--- src/sv/tmf_pkg.sv ---
// ----------------------------------------------------------------------------
// tmf_pkg
// Shared types and fixed widths for the trimmed mean ADC filter.
// ----------------------------------------------------------------------------
package tmf_pkg;

  localparam int RAW_W      = 16;
  localparam int SAMPLE_W   = 12;
  localparam int MV_W       = 13;
  localparam int VREF_W     = 13;
  localparam int MAX_CH     = 7;
  localparam int FS_SHIFT   = 12;   // full scale of 4096 codes
  localparam int IN_DATA_W  = MAX_CH * RAW_W;
  localparam int OUT_DATA_W = ((MAX_CH * MV_W + 7) / 8) * 8;

  localparam logic [VREF_W-1:0] VREF_RESET = 13'd3300;

  // strobes from the sequencer to every lane
  typedef struct packed {
    logic wr_en;
    logic scan_en;
    logic scan_first;
    logic trim_en;
    logic mul_en;
    logic div_en;
  } lane_ctrl_t;

endpackage

--- src/sv/tmf_ctrl.sv ---
// ----------------------------------------------------------------------------
// tmf_ctrl
// Sequencer: ring slot, fill count, window scan and scaling steps.
// ----------------------------------------------------------------------------
module tmf_ctrl import tmf_pkg::*; #(
  parameter int WINDOW = 10
) (
  input  logic                       clk,
  input  logic                       rst_n,
  input  logic                       in_valid,
  input  logic                       out_free,
  output logic                       in_ready,
  output logic                       done,
  output logic                       window_full,
  output lane_ctrl_t                 ctl,
  output logic [$clog2(WINDOW)-1:0]  wr_slot,
  output logic [$clog2(WINDOW)-1:0]  scan_idx
);

  localparam int IDX_W  = $clog2(WINDOW);
  localparam int FILL_W = $clog2(WINDOW + 1);
  localparam logic [IDX_W-1:0]  LAST_IDX  = IDX_W'(WINDOW - 1);
  localparam logic [FILL_W-1:0] FILL_FULL = FILL_W'(WINDOW);

  typedef enum logic [2:0] {
    ST_IDLE,
    ST_SCAN,
    ST_TRIM,
    ST_MUL,
    ST_DIV,
    ST_HOLD
  } state_t;

  state_t              state_r;
  logic [IDX_W-1:0]    slot_r;
  logic [IDX_W-1:0]    idx_r;
  logic [FILL_W-1:0]   fill_r;
  logic                accept;

  assign in_ready = (state_r == ST_IDLE);
  assign accept   = in_valid && in_ready;
  assign done     = (state_r == ST_HOLD) && out_free;
  assign wr_slot  = slot_r;
  assign scan_idx = idx_r;
  assign window_full = (fill_r >= FILL_FULL);

  always_comb begin
    ctl            = '0;
    ctl.wr_en      = accept;
    ctl.scan_en    = (state_r == ST_SCAN);
    ctl.scan_first = (state_r == ST_SCAN) && (idx_r == '0);
    ctl.trim_en    = (state_r == ST_TRIM);
    ctl.mul_en     = (state_r == ST_MUL);
    ctl.div_en     = (state_r == ST_DIV);
  end

  always_ff @(posedge clk) begin
    if (!rst_n) begin
      state_r <= ST_IDLE;
      slot_r  <= '0;
      idx_r   <= '0;
      fill_r  <= '0;
    end else begin
      case (state_r)
        ST_IDLE: begin
          if (accept) begin
            state_r <= ST_SCAN;
            idx_r   <= '0;
            slot_r  <= (slot_r == LAST_IDX) ? '0 : slot_r + 1'b1;
            if (fill_r < FILL_FULL) fill_r <= fill_r + 1'b1;
          end
        end
        ST_SCAN: begin
          if (idx_r == LAST_IDX) begin
            state_r <= ST_TRIM;
          end else begin
            idx_r <= idx_r + 1'b1;
          end
        end
        ST_TRIM: state_r <= ST_MUL;
        ST_MUL:  state_r <= ST_DIV;
        ST_DIV:  state_r <= ST_HOLD;
        ST_HOLD: begin
          if (out_free) state_r <= ST_IDLE;
        end
        default: state_r <= ST_IDLE;
      endcase
    end
  end

  a_fill_bound: assert property (@(posedge clk) disable iff (!rst_n)
    fill_r <= FILL_FULL)
    else $error("fill count beyond window");

  a_slot_bound: assert property (@(posedge clk) disable iff (!rst_n)
    slot_r <= LAST_IDX)
    else $error("write slot outside ring");

  a_scan_start: assert property (@(posedge clk) disable iff (!rst_n)
    accept |=> (state_r == ST_SCAN) && (idx_r == '0))
    else $error("scan did not start at first entry");

  a_scan_end: assert property (@(posedge clk) disable iff (!rst_n)
    (state_r == ST_SCAN) && (idx_r == LAST_IDX) |=> state_r == ST_TRIM)
    else $error("scan overran the window");

endmodule

--- config.mk ---
export PLATFORM = sky130hd
export DESIGN_NAME = tmf_ctrl
export DESIGN_NICKNAME = d
export VERILOG_FILES = /design/src/sv/tmf_pkg.sv /design/src/sv/tmf_ctrl.sv
export SDC_FILE = /design/constraint.sdc
export NUM_CORES = 1
export LEC_CHECK = 0
export ABC_AREA = 1
export ABC_CLOCK_PERIOD_IN_PS = 2400
export BUFFER_PORTS_ARGS = -buffer_cell sky130_fd_sc_hd__buf_4
export CAP_MARGIN = 0
export CORE_MARGIN = 2
export CORE_UTILIZATION = 40
export CTS_BUF_LIST = sky130_fd_sc_hd__clkbuf_8
export CTS_CLUSTER_SIZE = 24
export DETAILED_ROUTE_END_ITERATION = 8
export SLEW_MARGIN = 20
export SYNTH_ARGS = -nofsm -noshare
export SYNTH_HDL_FRONTEND = slang
export SYNTH_SLANG_ARGS = --single-unit
--- constraint.sdc ---
create_clock -name clk -period 2.4 [get_ports clk]
set_input_delay 0.48 -clock clk [delete_from_list [all_inputs] [get_ports clk]]
set_output_delay 0.48 -clock clk [all_outputs]
set_load 0.05 [all_outputs]
## Yosys cells after proc, flatten, opt, wreduce, memory -nomap -nowiden

Cells that the tools add are included.

- Output and inout bits: 17
- Word-level logic and storage cells: 38
- Register bits: 15
- Input bits: 4

- Equal/unequal tests: 11
- Reduce and logical (&&, ||, !) cells: 10
- Muxes and demuxes: 8
- Order comparisons: 2
- Add/subtract/negate cells: 3

Operators with widths:

| cell | count |
|---|---|
| one-hot mux 3 bit (6 select lines) | 1 |
| adder 4 x 1 -> 4 bit, second input constant | 3 |
| 2-to-1 mux 4 bit | 3 |
| 2-to-1 mux 3 bit | 3 |
| AND reduction 3 bit | 3 |
| == test 4 bit, second input constant | 2 |
| one-hot mux 4 bit (2 select lines) | 1 |
| == test 3 x 2 -> 1 bit, second input constant | 2 |
| == test 3 bit, second input constant | 2 |
| >= comparator 4 bit, second input constant | 1 |
| zero test 4 bit | 1 |
| less-than comparator 4 bit, second input constant | 1 |
| != test 2 x 1 -> 1 bit, second input constant | 2 |
| != test 2 bit, second input constant | 2 |
| == test 3 x 1 -> 1 bit, second input constant | 1 |
| logical AND 1 bit | 3 |
| zero test 3 bit | 1 |
| AND reduction 2 bit | 1 |
| nonzero test 2 bit | 1 |

## Depth between registers and ports, before layout

Gate-level depths: netlist of run 1.

- Depth in word-level cells: 4
- Gate-level depth with buffers: 7

## Worst setup path before layout of run 1

Ideal clock, no wire load.

- Kind: register -> output
- From: register state_r[2]
- To: output done
- Data arrival time: 1.615 ns
- Cell stages (with the launch flop): 3
- Buffers on the path: 0
- Setup slack: 0.305 ns
- Cell sequence: dfxtp_1 -> inv_2 -> nor3_1

- Word-level cells in the longest chain between the ends: 2

RTL lines:

| element | RTL line | source |
|---|---|---|
| start: declaration | tmf_ctrl.sv:34 | `state_t state_r;` |
| start signal: assignment | tmf_ctrl.sv:59 | `state_r <= ST_IDLE;` |
| start signal: assignment | tmf_ctrl.sv:67 | `state_r <= ST_SCAN;` |
| start signal: assignment | tmf_ctrl.sv:75 | `state_r <= ST_TRIM;` |
| == test 3 bit | tmf_ctrl.sv:42 | `assign done = (state_r == ST_HOLD) && out_free;` |
| logical AND 1 bit | tmf_ctrl.sv:42 |  |
| end: declaration | tmf_ctrl.sv:13 | `output logic done,` |

Every way passes these cells.

==> metrics.sh, run 1 <==
OUTCOME='finished, final reports clean'
SLEW_VIOL_FINAL=0
DRIVE_ABOVE_1_SHARE_PCT=23.1
NUMBER_OF_ENABLE_FLIP_FLOP_CELLS_AFTER_SYNTHESIS=0
CTS_HOLD_BUF=0
FINAL_CRITICAL_PATH_SETUP_SLACK_NS=0.499
WORST_SKEW_PAIR.LATE_LATENCY_NS=0.24
ROUTED_WIRE_LENGTH_PER_INSTANCE_UM=10.0
SYNTHXORXNORAREAFRAC_PCT=0
DP_HPWL_MM=1.37
SYNTHDOMINANTAREACELLTYPE='dfxtp_1'
YOSYSWARNINGCOUNT=0
FLOORPLAN.DIE_AREA_UM2=2570
POST_SYNTH_INST_COUNT=126
SYNTH_FA_HA_AREA_SHARE_PCT=7.16
GRT_SETUP_UNREPAIRED='false'
WORST_PIN_SLEW_NS=0.270
SYNTH_COMPOUND_GATE_AREA_SHARE_PCT=12.8
TIMING.CLOCK.SKEW_NS=0.00298
EFFECTIVE_UTILIZATION_AT_FLOORPLAN_PCT=43.6
CORE-AREA_UM2=2000
SLEW_HR_PCT=81.9
IOPINCOUNT=21
DRT_ITER0_MARKERS=9
GRT_PASS1_VIAS=732
GLOBALROUTETOTALUTIL_PCT=14.8
SYNTH_SEQ_AREA_SHARE_PCT=34.4
ANT_NETS=0
CTS_POST_SETUP_BUFFERS_INSERTED=0
ASYNC_RESET_FF_SHARE_PCT=0
IR_DROP_mV=0.496
AREA_DELTA_SYNTH_FINAL_PCT=23.8
CLOCK_TREE_FROM_TRITONCTS='built'
TOTAL_NEGATIVE_SETUP_SLACK_NS=0
DOMINANT_SYNTHESIZED_FLOP_CELL='dfxtp_1'
FIN_CRIT_NS=1.90
DIE_HEIGHT_UM=50.7
WORSTHOLDPATHTYPE='register to register'
SYNTH_SIMPLE_GATE_AREA_SHARE_PCT=32.8
HTREEDEPTH=1
DRT_DRC_VIOLATIONS_LEFT=0
TIMING.FINAL.SETUP_VIOLATIONS=0
NETLIST_AREA_UM2=873
BUFFER_PORTS.INSERTED=20
DRT_FIRST_PASS_ITERS=4
NETS=157
POWER_DENSITY_nW_PER_UM2=712
CRITICAL_PATH_ARRIVAL_NS=1.42
CLK_PIN_SLEW_WORST_PATHS_NS=0.06
TOTALWIRELENGTH_MM=1.74
REQUIRED_NS=1.92
TRITONCTS.NUM_BUFFERS=3
SYNTH.TOP_CELL.AREA_SHARE_PCT=34.4
SYNTH_TOP_FAMILY_BY_AREA='simple AND/OR/NAND/NOR gates'
CLOCK-SINKS=15
GRT_PASS1_WL_MM=2.96
SYNTH_AREA_LEADERS='dfxtp_1, inv_1, nand2_1'
LAYOUT_WORST_PATH_CYCLE_SHARE_PCT=79.2
CTS-ROOT-TO-SINK-BUFFERS=2
CRITICAL_PATH.ENDPOINT_TYPE='primary output'
ANTENNA_CELLS=0
HOLD_VIOL_FINAL=0
FINAL_CELL_MIX='inv_1, buf_4, nand2_1, dfxtp_1, nor2_1'
ELEMENT_TYPE_AT_THE_CRITICAL_PATH_START='register'
FMAX_MHz=526
POST_SYNTH_MUX_AREA_SHARE_PCT=0
MOST_COMMON_CELL_AFTER_LAYOUT_FILL_AND_TAPS_ASIDE='inv_1'
MAX-CAP-VIOLATIONS=0
CELLLEAKAGEPOWER_nW=0.526
CTS_RESIZED=0
CRIT_PATH_CATEGORY='register to primary output'
VIAS=848
VIA_PER_INST=4.87
STANDARD_CELL_AREA_AFTER_DETAILED_PLACEMENT_UM2=1030
MAXIMUM_NUMBER_OF_PINS_ON_ONE_NET_BEFORE_GLOBAL_ROUTE_REPAIR=13
ROW_COUNT=16
CRIT_PATH_MAX_FANOUT=12
FINISH.INSTANCE_AREA_UM2=1080
GLOBALROUTE.TOTALOVERFLOW=0
PRECTSSETUPSLACK_NS=0.736
SYN_AVG_CELL_AREA_UM2=6.93
FINALWEIGHTEDCONGESTION=0.762
SYN-NUM-NETS=135
DIE_W_UM=50.7
ANTENNA_FOUND_INITIAL=0
CTSROOTBUFFERMASTER='clkbuf_8'
SYNTH-SEQ-CELLS=15
SYNTH.LIB_CELLS_USED.DISTINCT=23
==> cells by family (layout without fill, tap and decap cells) <==
logic type,Yosys count,in the layout
simple gates,59,59
fa+ha+maj,5,5
buf+inv,27,48
compound gates,20,20
flops,15,15
==> flip-flops by register name, summed over array words and instances, names as in the netlist <==
name	flops
scan_idx	4
state_r	3
fill_r	4
wr_slot	4
==> worst max-delay path, stage by stage (launching register included) <==
cell and delay (ns):
dfxtp_1 0.38, nor2_2 0.17, nand3_2 0.24, inv_1 0.17, buf_4 0.21
==> stage by stage <==
step	cells	util (%)	hold slack, ns	total power, mW
after CTS	174	54.0	0.483	0.779
after detailed placement	170	51.7	0.473	0.575
after global routing	174	54.0	0.517	0.818
after floorplan	126	-	0.451	0.511
final	174	54.0	0.480	0.770
after global placement	170	51.7	0.469	0.571
==> cells in the mapped netlist (2+ instances only) <==
library cell	n
nand2_1	17
a22oi_1	2
nor2_2	3
o21ai_0	3
o21ai_1	4
nand3_1	11
nor3_1	6
inv_1	23
a21oi_1	9
nor2_1	13
dfxtp_1	15
ha_1	5
nand4_1	4
nand2_2	2
==> final timing paths <==
check / start / end / slack, ns / cells after the start
hold reg to reg: fill_r[3]$_SDFFE_PN0P_ / fill_r[3]$_SDFFE_PN0P_ / 0.48 / 2
hold / removal: fill_r[3]$_SDFFE_PN0P_ / fill_r[3]$_SDFFE_PN0P_ / 0.48 / 2
setup reg to reg: state_r[0]$_SDFFE_PN0P_ / fill_r[0]$_SDFFE_PN0P_ / 0.99 / 6
setup / recovery: state_r[0]$_SDFFE_PN0P_ / ctl[5] / 0.50 / 4
==> report_power, final <==
group	switching, mW	internal (mW)
clock network	0.0872	0.115
registers	0.0282	0.271
logic	0.188	0.0810
total	0.303	0.467
==> cell type report <==
type	count	area [µm²]
fill	206	921
inverter	24	90.1
sequential	15	300
clock buffer	3	41.3
clock inverter	1	5.00
timing repair buffer	20	150
tap	27	33.8
multi-input combinational	84	460
==> metal layers <==
| layer | vias to the layer above | part of all wire (%) | GRT usage [%] |
|---|---|---|---|
| met4 | 0 | 0.80 | 4.05 |
| met2 | 17 | 47 | 26.3 |
| met5 | - | 0 | 0 |
| met3 | 3 | 5.0 | 2.68 |
| li1 | 444 | - | - |
| met1 | 384 | 47 | 18.1 |
Note: power is estimated with default switching activity, not from simulation.
==> inputs of run 2 (changes only) <==
--- a/config.mk
+++ b/config.mk
@@ -6,7 +6,7 @@
 export NUM_CORES = 1
 export LEC_CHECK = 0
 export ABC_AREA = 1
-export ABC_CLOCK_PERIOD_IN_PS = 2400
+export ABC_CLOCK_PERIOD_IN_PS = 1540
 export BUFFER_PORTS_ARGS = -buffer_cell sky130_fd_sc_hd__buf_4
 export CAP_MARGIN = 0
 export CORE_MARGIN = 2
==> constraint.sdc (replaced) <==
create_clock -name clk -period 1.54 [get_ports clk]
set_input_delay 0.308 -clock clk [delete_from_list [all_inputs] [get_ports clk]]
set_output_delay 0.308 -clock clk [all_outputs]
set_load 0.05 [all_outputs]
==> run 2 against run 1 <==
  * Final area is 9.5% higher
  * Critical endpoint is now ctl[3]
  * Cell count is 1.7% higher
  * Largest power group is now combinational cells
  * Setup slack worse by 0.42 ns
  * Combinational power is 80% higher
  * Non-clock buffer count is 3 higher
  * Wire length is 4.0% higher
==> metrics.sh, run 2 (synthesis gave the netlist of run 1 again) <==
CRIT_PATH_CATEGORY='register to primary output'
TOTAL_NEGATIVE_SETUP_SLACK_NS=0
VIAS=844
CLOCK_TREE_FROM_TRITONCTS='built'
TIMING.FINAL.SETUP_VIOLATIONS=0
CRIT_SLOWEST_CELL='dfxtp_4'
FINALWEIGHTEDCONGESTION=0.846
CLOCK-SINKS=15
CTS-ROOT-TO-SINK-BUFFERS=2
ANTENNA_FOUND_INITIAL=0
DRT_FIRST_PASS_ITERS=4
DIE_W_UM=50.7
REQUIRED_NS=1.23
CELLLEAKAGEPOWER_nW=0.561
ELEMENT_TYPE_AT_THE_CRITICAL_PATH_START='register'
HOLD_VIOL_FINAL=0
TOTALPOWERFINAL_mW=1.26
GRT_PASS1_VIAS=764
MAX-CAP-VIOLATIONS=0
DP_HPWL_MM=1.42
POWER_DENSITY_nW_PER_UM2=1060
CLK_PIN_SLEW_WORST_PATHS_NS=0.06
WORST_HOLD_SLACK_NS=0.348
GRT_PASS1_WL_MM=2.99
WORST_SKEW_PAIR.LATE_LATENCY_NS=0.24
BUFFER_PORTS.INSERTED=20
ANT_NETS=0
TIMING.CLOCK.SKEW_NS=0.00300
IOPINCOUNT=21
FMAX_MHz=683
AREA_DELTA_SYNTH_FINAL_PCT=35.5
CORE-AREA_UM2=2000
CRITICAL-PATH-MAX-STAGE-DELAY_NS=0.36
FIN_CRIT_NS=1.46
DIE_HEIGHT_UM=50.7
FINAL_CELL_MIX='inv_1, buf_4, nand2_1, nor2_1'
FLOORPLAN.DIE_AREA_UM2=2570
NUMPLACEDINSTANCES=171
DRT_DRC_VIOLATIONS_LEFT=0
ROW_COUNT=16
FINALNONFILLERCELLS=177
CTSROOTBUFFERMASTER='clkbuf_8'
VIA_PER_INST=4.77
SLEW_HR_PCT=81.7
ROUTED_WIRE_LENGTH_PER_INSTANCE_UM=10.2
GRT_SETUP_UNREPAIRED='false'
TRITONCTS.NUM_BUFFERS=3
IR_DROP_mV=0.525
PATH_BUF_INV=2
CRITICAL_PATH_ARRIVAL_NS=1.16
CRITICAL_PATH.ENDPOINT_TYPE='primary output'
ANTENNA_CELLS=0
WORST_PIN_SLEW_NS=0.274
HTREEDEPTH=1
GLOBALROUTETOTALUTIL_PCT=15.1
MOST_COMMON_CELL_AFTER_LAYOUT_FILL_AND_TAPS_ASIDE='inv_1'
SLEW_VIOL_FINAL=0
LAYOUT_WORST_PATH_CYCLE_SHARE_PCT=95.1
EFFECTIVE_UTILIZATION_AT_FLOORPLAN_PCT=43.6
WORSTHOLDPATHTYPE='primary input to register'
DRIVE_ABOVE_1_SHARE_PCT=35.3
NUM-FILL-CELLS=206
CRITICAL-PATH-TOP-DELAY-FAMILY='flip-flops'
CRIT_PATH_MAX_FANOUT=6
MAXIMUM_NUMBER_OF_PINS_ON_ONE_NET_BEFORE_GLOBAL_ROUTE_REPAIR=10
NETS=160
WORSTPATHCELLLIST='inv_2 > ha_2 > nand3_2 > nor2_4 > buf_6'
TOTALWIRELENGTH_MM=1.81
GLOBALROUTE.TOTALOVERFLOW=0
DRT_ITER0_MARKERS=18
OUTCOME='finished, final reports clean'
==> run 2: timing repair <==
action,in CTS,in global routing
setup endpoints to repair,4,5
resized for setup,11,10
buffers inserted,0,2
hold buffers,0,0
pin swaps,0,1
==> run 2: worst reg2reg max path, cell delays in order (launching register included) <==
cell     delay (ns)
dfxtp_4        0.34
buf_4          0.15
ha_1           0.21
nand2_1        0.07
inv_1          0.03
nor3_1         0.20
nand2_1        0.09
a21oi_2        0.11
==> run 2: worst paths after layout <==
| kind | start | end | slack [ns] | cells past startpoint |
|---|---|---|---|---|
| min reg2reg | wr_slot[3]$_SDFFE_PN0P_ | wr_slot[3]$_SDFFE_PN0P_ | 0.49 | 2 |
| max | scan_idx[1]$_SDFFE_PN0P_ | ctl[3] | 0.08 | 5 |
| max reg2reg | scan_idx[0]$_SDFFE_PN0P_ | scan_idx[2]$_SDFFE_PN0P_ | 0.28 | 7 |
| min | rst_n | fill_r[2]$_SDFFE_PN0P_ | 0.35 | 3 |
==> run 2: per-stage QoR <==
| step | worst slack (ns) | utilization [%] | instance area, µm² |
|---|---|---|---|
| finish | 0.0754 | 59.1 | 1180 |
| global route | 0.00180 | 59.1 | 1180 |
| CTS | 0.00113 | 57.3 | 1150 |
| detailed placement | 0.203 | 53.3 | 1070 |
| global placement | 0.227 | 53.3 | 1070 |
| floorplan | 0.0112 | - | 897 |
==> run 2: area by class of cell <==
| class | instances | area, µm² | share of cell area [%] |
|---|---|---|---|
| clock buffer | 3 | 41.3 | 3.49 |
| clock inverter | 1 | 3.75 | 0.317 |
| inverter | 24 | 92.6 | 7.82 |
| multi-input combinational | 84 | 512 | 43.2 |
| sequential | 15 | 313 | 26.4 |
| tap | 27 | 33.8 | 2.85 |
| timing repair buffer | 23 | 188 | 15.9 |
==> run 2: power by group <==
group	internal, mW	total (mW)	switching, mW
combinational	0.164	0.484	0.320
clock	0.176	0.306	0.130
sequential	0.427	0.469	0.0414
==> run 2: routing by layer <==
metal | vias to the layer above | share of wire (%) | routed length (µm) | GRT usage (%)
met5 | - | 0 | 0 | 0
met4 | 0 | 0.50 | 9 | 6.76
met3 | 2 | 2.6 | 47 | 2.68
met2 | 13 | 51 | 915 | 27.2
met1 | 377 | 46 | 837 | 17.2
li1 | 452 | - | - | -
