<file path="config.mk">
export PLATFORM = sky130hd
export DESIGN_NAME = tmf_lane
export DESIGN_NICKNAME = d
export VERILOG_FILES = /design/src/sv/tmf_pkg.sv /design/src/sv/tmf_lane.sv
export SDC_FILE = /design/constraint.sdc
export NUM_CORES = 1
export LEC_CHECK = 0
export BUFFER_PORTS_ARGS = -buffer_cell sky130_fd_sc_hd__buf_4
export CORE_MARGIN = 5
export CORE_UTILIZATION = 50
export CTS_BUF_LIST = sky130_fd_sc_hd__clkbuf_2
export DETAILED_ROUTE_END_ITERATION = 16
export PLACE_DENSITY = 0.71
export SKIP_CTS_REPAIR_TIMING = 1
export SYNTH_ARGS = -nofsm -noshare
export SYNTH_HDL_FRONTEND = slang
export SYNTH_SLANG_ARGS = --single-unit
</file>
<file path="constraint.sdc">
create_clock -name clk -period 6.3 [get_ports clk]
set_input_delay 0.63 -clock clk [delete_from_list [all_inputs] [get_ports clk]]
set_output_delay 0.63 -clock clk [all_outputs]
set_load 0.05 [all_outputs]
</file>
<file path="src/sv/tmf_pkg.sv">
// ----------------------------------------------------------------------------
// tmf_pkg
// Shared types and fixed widths for the trimmed mean ADC filter.
// ----------------------------------------------------------------------------
package tmf_pkg;

  localparam int RAW_W      = 16;
  localparam int SAMPLE_W   = 12;
  localparam int MV_W       = 13;
  localparam int VREF_W     = 13;
  localparam int MAX_CH     = 7;
  localparam int FS_SHIFT   = 12;   // full scale of 4096 codes
  localparam int IN_DATA_W  = MAX_CH * RAW_W;
  localparam int OUT_DATA_W = ((MAX_CH * MV_W + 7) / 8) * 8;

  localparam logic [VREF_W-1:0] VREF_RESET = 13'd3300;

  // strobes from the sequencer to every lane
  typedef struct packed {
    logic wr_en;
    logic scan_en;
    logic scan_first;
    logic trim_en;
    logic mul_en;
    logic div_en;
  } lane_ctrl_t;

endpackage

</file>
<file path="src/sv/tmf_lane.sv">
// ----------------------------------------------------------------------------
// tmf_lane
// One channel: sample ring, sum/min/max scan, trim and millivolt scaling.
// ----------------------------------------------------------------------------
module tmf_lane import tmf_pkg::*; #(
  parameter int WINDOW = 10
) (
  input  logic                       clk,
  input  logic                       rst_n,
  input  lane_ctrl_t                 ctl,
  input  logic [$clog2(WINDOW)-1:0]  wr_slot,
  input  logic [$clog2(WINDOW)-1:0]  scan_idx,
  input  logic [SAMPLE_W-1:0]        sample_in,
  input  logic [VREF_W-1:0]          vref,
  output logic [MV_W-1:0]            mv_out
);

  localparam int SUM_W  = SAMPLE_W + $clog2(WINDOW);
  localparam int PROD_W = SUM_W + VREF_W;
  localparam int SCL_W  = PROD_W - FS_SHIFT;
  localparam int DIVR   = WINDOW - 2;
  localparam int RSH    = SCL_W + $clog2(DIVR);
  localparam int Q_W    = SCL_W + RSH + 1;
  localparam longint unsigned RECIP_L = ((64'd1 << RSH) + DIVR - 1) / DIVR;
  localparam logic [RSH:0] RECIP = RECIP_L[RSH:0];

  logic [SAMPLE_W-1:0] win_r [WINDOW];
  logic [SAMPLE_W-1:0] rd_s;
  logic [SUM_W-1:0]    sum_r;
  logic [SAMPLE_W-1:0] lo_r;
  logic [SAMPLE_W-1:0] hi_r;
  logic [SUM_W-1:0]    trim_r;
  logic [PROD_W-1:0]   prod_r;
  logic [Q_W-1:0]      q_r;
  logic [SCL_W-1:0]    scl;

  assign rd_s = win_r[scan_idx];
  assign scl  = prod_r[PROD_W-1:FS_SHIFT];

  always_ff @(posedge clk) begin
    if (!rst_n) begin
      for (int i = 0; i < WINDOW; i++) begin
        win_r[i] <= '0;
      end
    end else if (ctl.wr_en) begin
      win_r[wr_slot] <= sample_in;
    end
  end

  always_ff @(posedge clk) begin
    if (ctl.scan_en) begin
      if (ctl.scan_first) begin
        sum_r <= SUM_W'(rd_s);
        lo_r  <= rd_s;
        hi_r  <= rd_s;
      end else begin
        sum_r <= sum_r + SUM_W'(rd_s);
        if (rd_s < lo_r) lo_r <= rd_s;
        if (rd_s > hi_r) hi_r <= rd_s;
      end
    end
    if (ctl.trim_en) begin
      trim_r <= sum_r - SUM_W'(lo_r) - SUM_W'(hi_r);
    end
    if (ctl.mul_en) begin
      prod_r <= PROD_W'(trim_r) * PROD_W'(vref);
    end
    // divide by window-2 through a rounded-up reciprocal, exact over the range
    if (ctl.div_en) begin
      q_r <= Q_W'(scl) * Q_W'(RECIP);
    end
  end

  assign mv_out = q_r[RSH +: MV_W];

endmodule

</file>
Yosys cells after proc, flatten, opt, wreduce, memory -nomap -nowiden
Memories as Yosys holds them, arrays and structs flattened.
Cells that the tools add are included.
{ "totals": {"regBits": 100, "input_bits": 41, "wordCells": 31, "mem_bits_rw": 120, "memories": 1, "out_inout_bits": 13} }
{ "memory_table": {"columns": ["memory", "words", "word_bits", "rd", "rd_ports_with_merged_regs", "wr", "line_no", "source"], "rows": [
  ["win_r", 10, 12, 1, 0, 10, "tmf_lane.sv:27", "logic [SAMPLE_W-1:0] win_r [WINDOW];"]
]} }
{ "op_classes": {"reduce_logical": 5, "addsub": 3, "magnitude_cmp": 2, "mux": 12, "n_mul": 1} }
{ "ops": {"columns": ["op", "count"], "rows": [
  ["two-way mux 12 bit", 6],
  ["subtractor 16 x 12 -> 16 bit", 2],
  ["multiplier 16 x 13 -> 28 bit", 1],
  ["adder 16 x 12 -> 16 bit", 1],
  ["> comparator 12 bit", 1],
  ["less-than comparator 12 bit", 1],
  ["OR reduction 12 bit", 1],
  ["two-way mux 1 bit", 5],
  ["two-way mux 4 bit", 1],
  ["AND reduction 2 bit", 2],
  ["nonzero test 2 bit", 2]
]} }

Depth between registers and ports, before layout
Gate-level depths: netlist of the first run.
{ "logic_depth": {"ltp_word": 5, "depth_mapped": 21, "mapped_depth_nobuf": 20} }

Least setup slack after synthesis of the first run
OpenSTA, ideal clock, no wires.
{ "synth_path": {"kind": "in2reg", "from": "input vref[3]", "to": "register prod_r[19] (data pin)", "setup_slack_ns": 0.601, "arrival_time_ns": 5.440, "path_stages": 20, "path_buffers": 1, "t_required_ns": 6.041, "setup_time_ns": 0.259, "path_cell_list": "clkbuf_1 -> and2_1 -> fa_1 -> inv_1 -> fa_1 -> inv_1 -> fa_1 -> inv_1 -> fa_1 -> inv_1 -> fa_1 -> ha_1 -> a2111oi_0 -> o21ai_1 -> a221oi_1 -> o21bai_1 -> and2_1 -> o21a_1 -> o31a_1 -> o31a_1"} }
{ "synth_via": {"elab_chain_len": 1} }
{ "synth_lines": {"columns": ["element", "line_no", "source"], "rows": [
  ["start: declaration", "tmf_lane.sv:14", "input logic [VREF_W-1:0] vref,"],
  ["multiplier 16 x 13 -> 28 bit", "tmf_lane.sv:66", "prod_r <= PROD_W'(trim_r) * PROD_W'(vref);"],
  ["end signal: assignment", "tmf_lane.sv:66", null],
  ["end: declaration", "tmf_lane.sv:33", "logic [PROD_W-1:0] prod_r;"]
]} }
Every way passes these cells.
A chain may end at the register's enable or synchronous reset.

Worst setup path in the final report of the first run
{ "layout_path": {"from": "register trim_r[7]", "to": "register prod_r[27] (data pin)"} }
{ "layout_via": {"elab_chain_len": 1} }
{ "layout_lines": {"columns": ["element", "line_no", "source"], "rows": [
  ["start: declaration", "tmf_lane.sv:32", "logic [SUM_W-1:0] trim_r;"],
  ["start signal: assignment", "tmf_lane.sv:63", "trim_r <= sum_r - SUM_W'(lo_r) - SUM_W'(hi_r);"],
  ["multiplier 16 x 13 -> 28 bit", "tmf_lane.sv:66", null]
]} }
Every way passes these cells.

==> flow_metrics.env, run 1 <==
export IMPL_cts_num_sinks=274
export IMPL_dr_first_iter_drc_count=881
export IMPL_relSlewSlack_pct=48.48
export IMPL_clockBufferDepth=3
export IMPL_drc_errors=0
export IMPL_final_min_period_over_clock_period_pct=91.54
export IMPL_fp_dieArea_um2=41480
export IMPL_synth_compound_gate_area_share_pct=4.069
export IMPL_tritoncts="built"
export IMPL_post_synth_fa_ha_maj_area_fraction_pct=25.42
export IMPL_clk_pin_slew_ps=90
export IMPL_synth_largest_area_cell="edfxtp_1"
export IMPL_gr_total_overflow=0
export IMPL_cpMostUsedCell="fa_1"
export IMPL_root_buffer="clkbuf_2"
export IMPL_ys_types=52
export IMPL_coreArea_um2=37310
export IMPL_post_synth_instance_area_um2=18760
export IMPL_layout_area_overhead_vs_synth_pct=8.352
export IMPL_synthMostInstantiatedCell="edfxtp_1"
export IMPL_multi_input_gate_area_in_the_final_layout_um2=9417
export IMPL_sequential_cell_area_um2=8228
export IMPL_final_max_slew_viol_count=0
export IMPL_critPathMaxStageDelay_ps=530
export IMPL_routedWlPerCell_um=18.70
export IMPL_gp_congestion=0.8417
export IMPL_layout_filler_cells=3154
export IMPL_ctsHtreeMaxLevel=3
export IMPL_fin_crit_ps=5767
export IMPL_maxCapViolCount=0
export IMPL_clkLatencyLatePin_ps=960
export IMPL_port_buffer_count=53
export IMPL_yosys_area_share_xor_xnor_pct=1.775
export IMPL_floorplan_initialDensity_pct=50.27
export IMPL_die_width_um=203.7
export IMPL_cp_end_kind="flip-flop"
export IMPL_synth_area_top_cells="edfxtp_1 (44%), fa_1 (18%), ha_1 (7.8%)"
export IMPL_synth_edf_count=274
export IMPL_global_route_wire_length_before_repair_mm=65.32
export IMPL_syn_area_per_cell_um2=12.16
export IMPL_path_buf_inv=5
export IMPL_path_cells="and2_1 -> fa_1 -> inv_1 -> fa_1 -> inv_1 -> fa_1 -> inv_1 -> fa_1 -> inv_1 -> fa_1 -> ha_1 -> a2111oi_0 -> o21ai_1 -> a221oi_1 -> buf_4 -> and4bb_1 -> nor3_1 -> o22ai_1 -> o41ai_2 -> xnor2_1"
export IMPL_critPathMaxFanout=4
export IMPL_synth_flop_cell="edfxtp_1"
export IMPL_synth_commonest_cells="edfxtp_1 (274), inv_1 (237), fa_1 (165)"
export IMPL_asyncSetResetFlopFracSynth_pct=0
export IMPL_final_net_count=1962
export IMPL_routed_via_density=5.495
export IMPL_setup_worst_path_start_class="flip-flop"
export IMPL_synth_simple_gate_area_share_pct=11.61
export IMPL_synth_yosys_seq_area_share_pct=43.87
export IMPL_initial_antenna_violation_count=2
export IMPL_cts_made_buffers=73
export IMPL_timing_hold_violations_final=0
export IMPL_main_combinational_cell_family_by_area_after_synthesis="adder cells"
export IMPL_cp_arrival_ps=6390
export IMPL_status="complete, no violations"
export IMPL_io_pin_count=54
export IMPL_timing_critical_path_required_ps=6920
export IMPL_finalSetupTns_ps=0
export IMPL_place_detailed_hpwl_mm=29.32
export IMPL_synthesis_nets=1865
export IMPL_track_usage_pct=20.02
export IMPL_clock_skew_ps=93.91
export IMPL_synth_warning_count=0
export IMPL_worstHoldPathType="in2reg"
export IMPL_rsz0062_at_grt="no"
export IMPL_std_cell_rows=71
export IMPL_yosys_area_top_type_share_pct=43.87
export IMPL_synth_ff_latch_count=274
export IMPL_worst_setup_path_type="reg2reg"
export IMPL_routed_wl_mm=40.31
export IMPL_layout_drive_gt1_share_pct=15.18
export IMPL_drt_first_pass_iters=5
export IMPL_crit_path_top_delay_cell="fa_1"
export IMPL_vias=11847
export IMPL_timing_worst_slew_pin_value_ps=772.8
export IMPL_postSynthCellCount=1542
export IMPL_max_freq_mhz=173.4
export IMPL_ant_nets=0
export IMPL_timing_critical_path_max_delay_family="adder cells"
export IMPL_grt_max_degree=49
export IMPL_die_height_um=203.7
export IMPL_mux_share_of_post_synthesis_cell_area_pct=7.305
export IMPL_first_global_vias=12577
export IMPL_timing_final_setup_violations=0
[cells in the final DEF, fill, tap and decap left out, drive strengths merged, types with 2 or more instances in the layout]
master | synthesis | routed
a21o | 11 | 11
nand4 | 8 | 8
o21bai | 2 | 2
and3 | 6 | 6
o31a | 3 | 3
or3 | 6 | 6
a31oi | 6 | 6
nand3 | 10 | 10
nand2 | 162 | 162
ha | 117 | 117
o211ai | 2 | 2
clkbuf | 50 | 100
a211oi | 2 | 2
mux4 | 60 | 60
inv | 237 | 242
buf | 7 | 78
edfxtp | 274 | 274
o21ai | 33 | 33
o21a | 7 | 7
a21oi | 38 | 38
nor2 | 140 | 140
clkinvlp | 0 | 2
xor2 | 12 | 12
o41ai | 2 | 2
diode | 0 | 2
xnor2 | 26 | 26
a2111oi | 2 | 2
clkinv | 0 | 9
nand2b | 9 | 9
nor3 | 10 | 10
and2 | 100 | 100
o31ai | 4 | 4
a311o | 2 | 2
nor2b | 11 | 11
fa | 165 | 165
or2 | 5 | 5
[cell type report]
| class | instances | area share, % |
|---|---|---|
| Inverter | 237 | 4.378 |
| Clock inverter | 16 | 0.4618 |
| Sequential cell | 274 | 40.49 |
| Timing Repair Buffer | 79 | 2.931 |
| Antenna cell | 2 | 0.02463 |
| Clock buffer | 100 | 2.463 |
| Multi-Input combinational cell | 974 | 46.34 |
| Tap cell | 474 | 2.918 |
[through the flow]
step / std cells / cell area, um^2 / util [%] / hold WS [ps] / setup slack [ps]
global placement: 2037 / 19710 / 52.83 / 400.9 / 277.2
detailed placement: 2037 / 19710 / 52.83 / 404.5 / 124.5
CTS: 2153 / 20310 / 54.43 / -70.46 / 504.1
floorplan: 1542 / 18760 / - / 400.3 / 601.3
global route: 2156 / 20320 / 54.47 / 7.041 / 151.8
finish: 2156 / 20320 / 54.47 / 86.02 / 533.3
[worst paths after layout]
check        slack, ps              endpoint  depth (start not counted)                 start
min reg2reg        420     q_r[26]$_DFFE_PP_                          0  prod_r[21]$_DFFE_PP_
max                530  prod_r[27]$_DFFE_PP_                         20   trim_r[7]$_DFFE_PP_
max reg2reg        530  prod_r[27]$_DFFE_PP_                         20   trim_r[7]$_DFFE_PP_
min                 90     q_r[28]$_DFFE_PP_                          1                ctl[0]
[logic make-up (layout without fill, tap and decap cells)]
group / after synthesis / after routing
other cells: 0 / 2
flops: 274 / 274
mux: 61 / 61
xor+xnor: 38 / 38
compound gates: 122 / 122
fa+ha+maj: 282 / 282
buf+inv: 294 / 432
simple gates: 471 / 471
[registers in the layout, indices dropped and copies added, names as in the netlist]
register	count
lo_r	12
prod_r	13
hi_r	12
sum_r	16
win_r	192
trim_r	16
q_r	13
[routing by layer]
metal / up-vias / global-route usage [%] / wire length, um
met4: 0 / 6.769 / 949
met5: - / 0 / 0
li1: 5410 / - / -
met3: 73 / 3.705 / 2584
met1: 5951 / 26.00 / 16530
met2: 413 / 34.18 / 20250
[worst register-to-register path: cells and delay by family, from the launching register on]
family | cells | cell delay, ps
adders and majority gates | 6 | 2780
AOI/OAI and AO/OA | 5 | 1250
DFF | 1 | 400
and+or+nand+nor | 3 | 600
xor gates and xnor gates | 1 | 100
buffers and inverters | 5 | 380
Power of run 1 is not shown: default switching activity piles up to over one toggle a cycle in this logic, so the estimate is an artifact.
==> run 2, diff against run 1 <==
Settings changed: CORE_MARGIN 5 to 2.
==> run 2 against run 1 <==
Cell count is 0.83% lower. Design area is 0.38% lower. Sequential share of layout area is 0.15 points higher. Via count is 1.5% lower. First-iteration DRC count is 3.2% lower. Count of clock-buffer cells in the layout is 9 lower. Worst setup slack worse by 89 ps. Critical endpoint unchanged. Routed wire length is 0.13% higher.
==> flow_metrics.env, run 2 (synthesized netlist as in run 1, its figures left out) <==
export IMPL_status="complete, no violations"
export IMPL_tritoncts="built"
export IMPL_worstHoldPathType="in2reg"
export IMPL_routedWlPerCell_um=18.88
export IMPL_routed_via_density=5.460
export IMPL_path_buf_inv=5
export IMPL_final_net_count=1951
export IMPL_ant_nets=0
export IMPL_gp_congestion=0.8455
export IMPL_final_max_slew_viol_count=0
export IMPL_dp_cells=2023
export IMPL_largest_register_ffs=192
export IMPL_vias=11674
export IMPL_reg_top3="win_r: 192 flops, sum_r: 16 flops, trim_r: 16 flops"
export IMPL_die_width_um=197.7
export IMPL_drc_errors=0
export IMPL_std_cell_rows=70
export IMPL_max_freq_mhz=170.8
export IMPL_place_detailed_hpwl_mm=29.18
export IMPL_timing_hold_violations_final=0
export IMPL_clkLatencyLatePin_ps=950
export IMPL_critPathMaxFanout=13
export IMPL_maxCapViolCount=0
export IMPL_io_pin_count=54
export IMPL_crit_path_top_delay_cell="edfxtp_1"
export IMPL_post_layout_nonfiller_instances=2138
export IMPL_floorplan_initialDensity_pct=50.99
export IMPL_setup_worst_path_start_class="flip-flop"
export IMPL_path_cells="and2_1 -> fa_1 -> inv_1 -> fa_1 -> inv_1 -> fa_1 -> inv_1 -> fa_1 -> inv_1 -> fa_1 -> ha_1 -> a2111oi_0 -> o21ai_1 -> a221oi_1 -> buf_4 -> and4bb_1 -> nor3_1 -> o22ai_1 -> o41ai_2 -> xnor2_1"
export IMPL_cp_arrival_ps=6470
export IMPL_timing_critical_path_max_delay_family="adder cells"
export IMPL_rsz0062_at_grt="no"
export IMPL_critPathMaxStageDelay_ps=750
export IMPL_cp_end_kind="flip-flop"
export IMPL_die_height_um=197.7
export IMPL_routed_wl_mm=40.37
export IMPL_global_route_wire_length_before_repair_mm=65.11
export IMPL_relSlewSlack_pct=38.10
export IMPL_layout_area_overhead_vs_synth_pct=7.945
export IMPL_top_register_by_number_of_flip_flops="win_r"
export IMPL_final_hold_worst_slack_ps=65.03
export IMPL_fp_dieArea_um2=39080
export IMPL_cts_made_buffers=71
export IMPL_root_buffer="clkbuf_2"
export IMPL_clock_skew_ps=93.79
export IMPL_gr_total_overflow=0
export IMPL_fin_crit_ps=5856
export IMPL_clockBufferDepth=3
export IMPL_initial_antenna_violation_count=2
export IMPL_drt_first_pass_iters=6
export IMPL_final_min_period_over_clock_period_pct=92.95
export IMPL_finalSetupTns_ps=0
export IMPL_layout_drive_gt1_share_pct=14.63
export IMPL_coreArea_um2=36790
export IMPL_grt_max_degree=49
export IMPL_timing_critical_path_required_ps=6920
export IMPL_most_common_layout_cells="edfxtp_1 (274), inv_1 (237), fa_1 (165)"
export IMPL_clk_pin_slew_ps=110
export IMPL_worst_setup_path_type="reg2reg"
export IMPL_first_global_vias=12667
export IMPL_timing_final_setup_violations=0
export IMPL_cts_num_sinks=274
export IMPL_ctsHtreeMaxLevel=3
export IMPL_timing_worst_slew_pin_value_ps=923.5
export IMPL_port_buffer_count=53
export IMPL_cpMostUsedCell="fa_1"
export IMPL_track_usage_pct=21.86
export IMPL_dr_first_iter_drc_count=853
export IMPL_mostFrequentLayoutCell="edfxtp_1"
run 2: cell count changes in the layout (fill, tap and decap cells not counted):
cell           change
clkbuf_2           -9
buf_4              -8
inv_6              -5
clkinv_1           +3
clkinv_2           +3
clkinv_4           +3
inv_2              +2
nor2_1             -2
nor2_2             +2
bufinv_16          +1
clkinvlp_4         -1
dlygate4sd3_1      -1
nor2b_1            -1
nor2b_2            +1
run 2: final timing paths:
path / endpoint / slack (ps) / cells past startpoint / start
worst max register to register: prod_r[27]$_DFFE_PP_ / 440 / 20 / trim_r[4]$_DFFE_PP_
worst max-delay path: prod_r[27]$_DFFE_PP_ / 440 / 20 / trim_r[4]$_DFFE_PP_
worst min-delay path: trim_r[6]$_DFFE_PP_ / 70 / 1 / ctl[2]
worst min register to register: q_r[32]$_DFFE_PP_ / 420 / 0 / prod_r[27]$_DFFE_PP_
run 2: layer usage:
layer	global-route usage [%]	part of all wire, %	vias to the layer above
met1	26.85	41	5853
met2	38.59	51	363
met5	0	0	-
li1	-	-	5378
met4	7.742	2.4	0
met3	4.217	6.1	80
run 2: through the flow:
stage	util (%)	cell area, um^2	setup WS (ps)
2_1_floorplan	-	18760	601.3
5_1_grt	55.04	20250	181.3
6_report	55.04	20250	443.9
3_3_place_gp	53.43	19650	276.6
3_5_place_dp	53.43	19650	93.28
4_1_cts	55.02	20240	437.8
run 2: cell type report:
type / instances / area [um^2]
fill: 3082 / 16540
multi-input combinational: 974 / 9424
sequential: 274 / 8228
inverter: 237 / 889.6
tap: 468 / 585.6
timing repair buffer: 70 / 525.5
clock buffer: 91 / 455.4
clock inverter: 22 / 132.6
antenna: 2 / 5.005
run 2: worst register-to-register path, delay by kind of cell, from the launching register on:
family	cells	cell delay, ps
buffers and inverters	5	400
XOR/XNOR	1	110
adder cells (fa/ha/maj)	6	2470
flip-flops	1	750
AND/OR/NAND/NOR	3	670
AO/OA/AOI/OAI	5	1220
Power of run 2 is left out for the same reason.
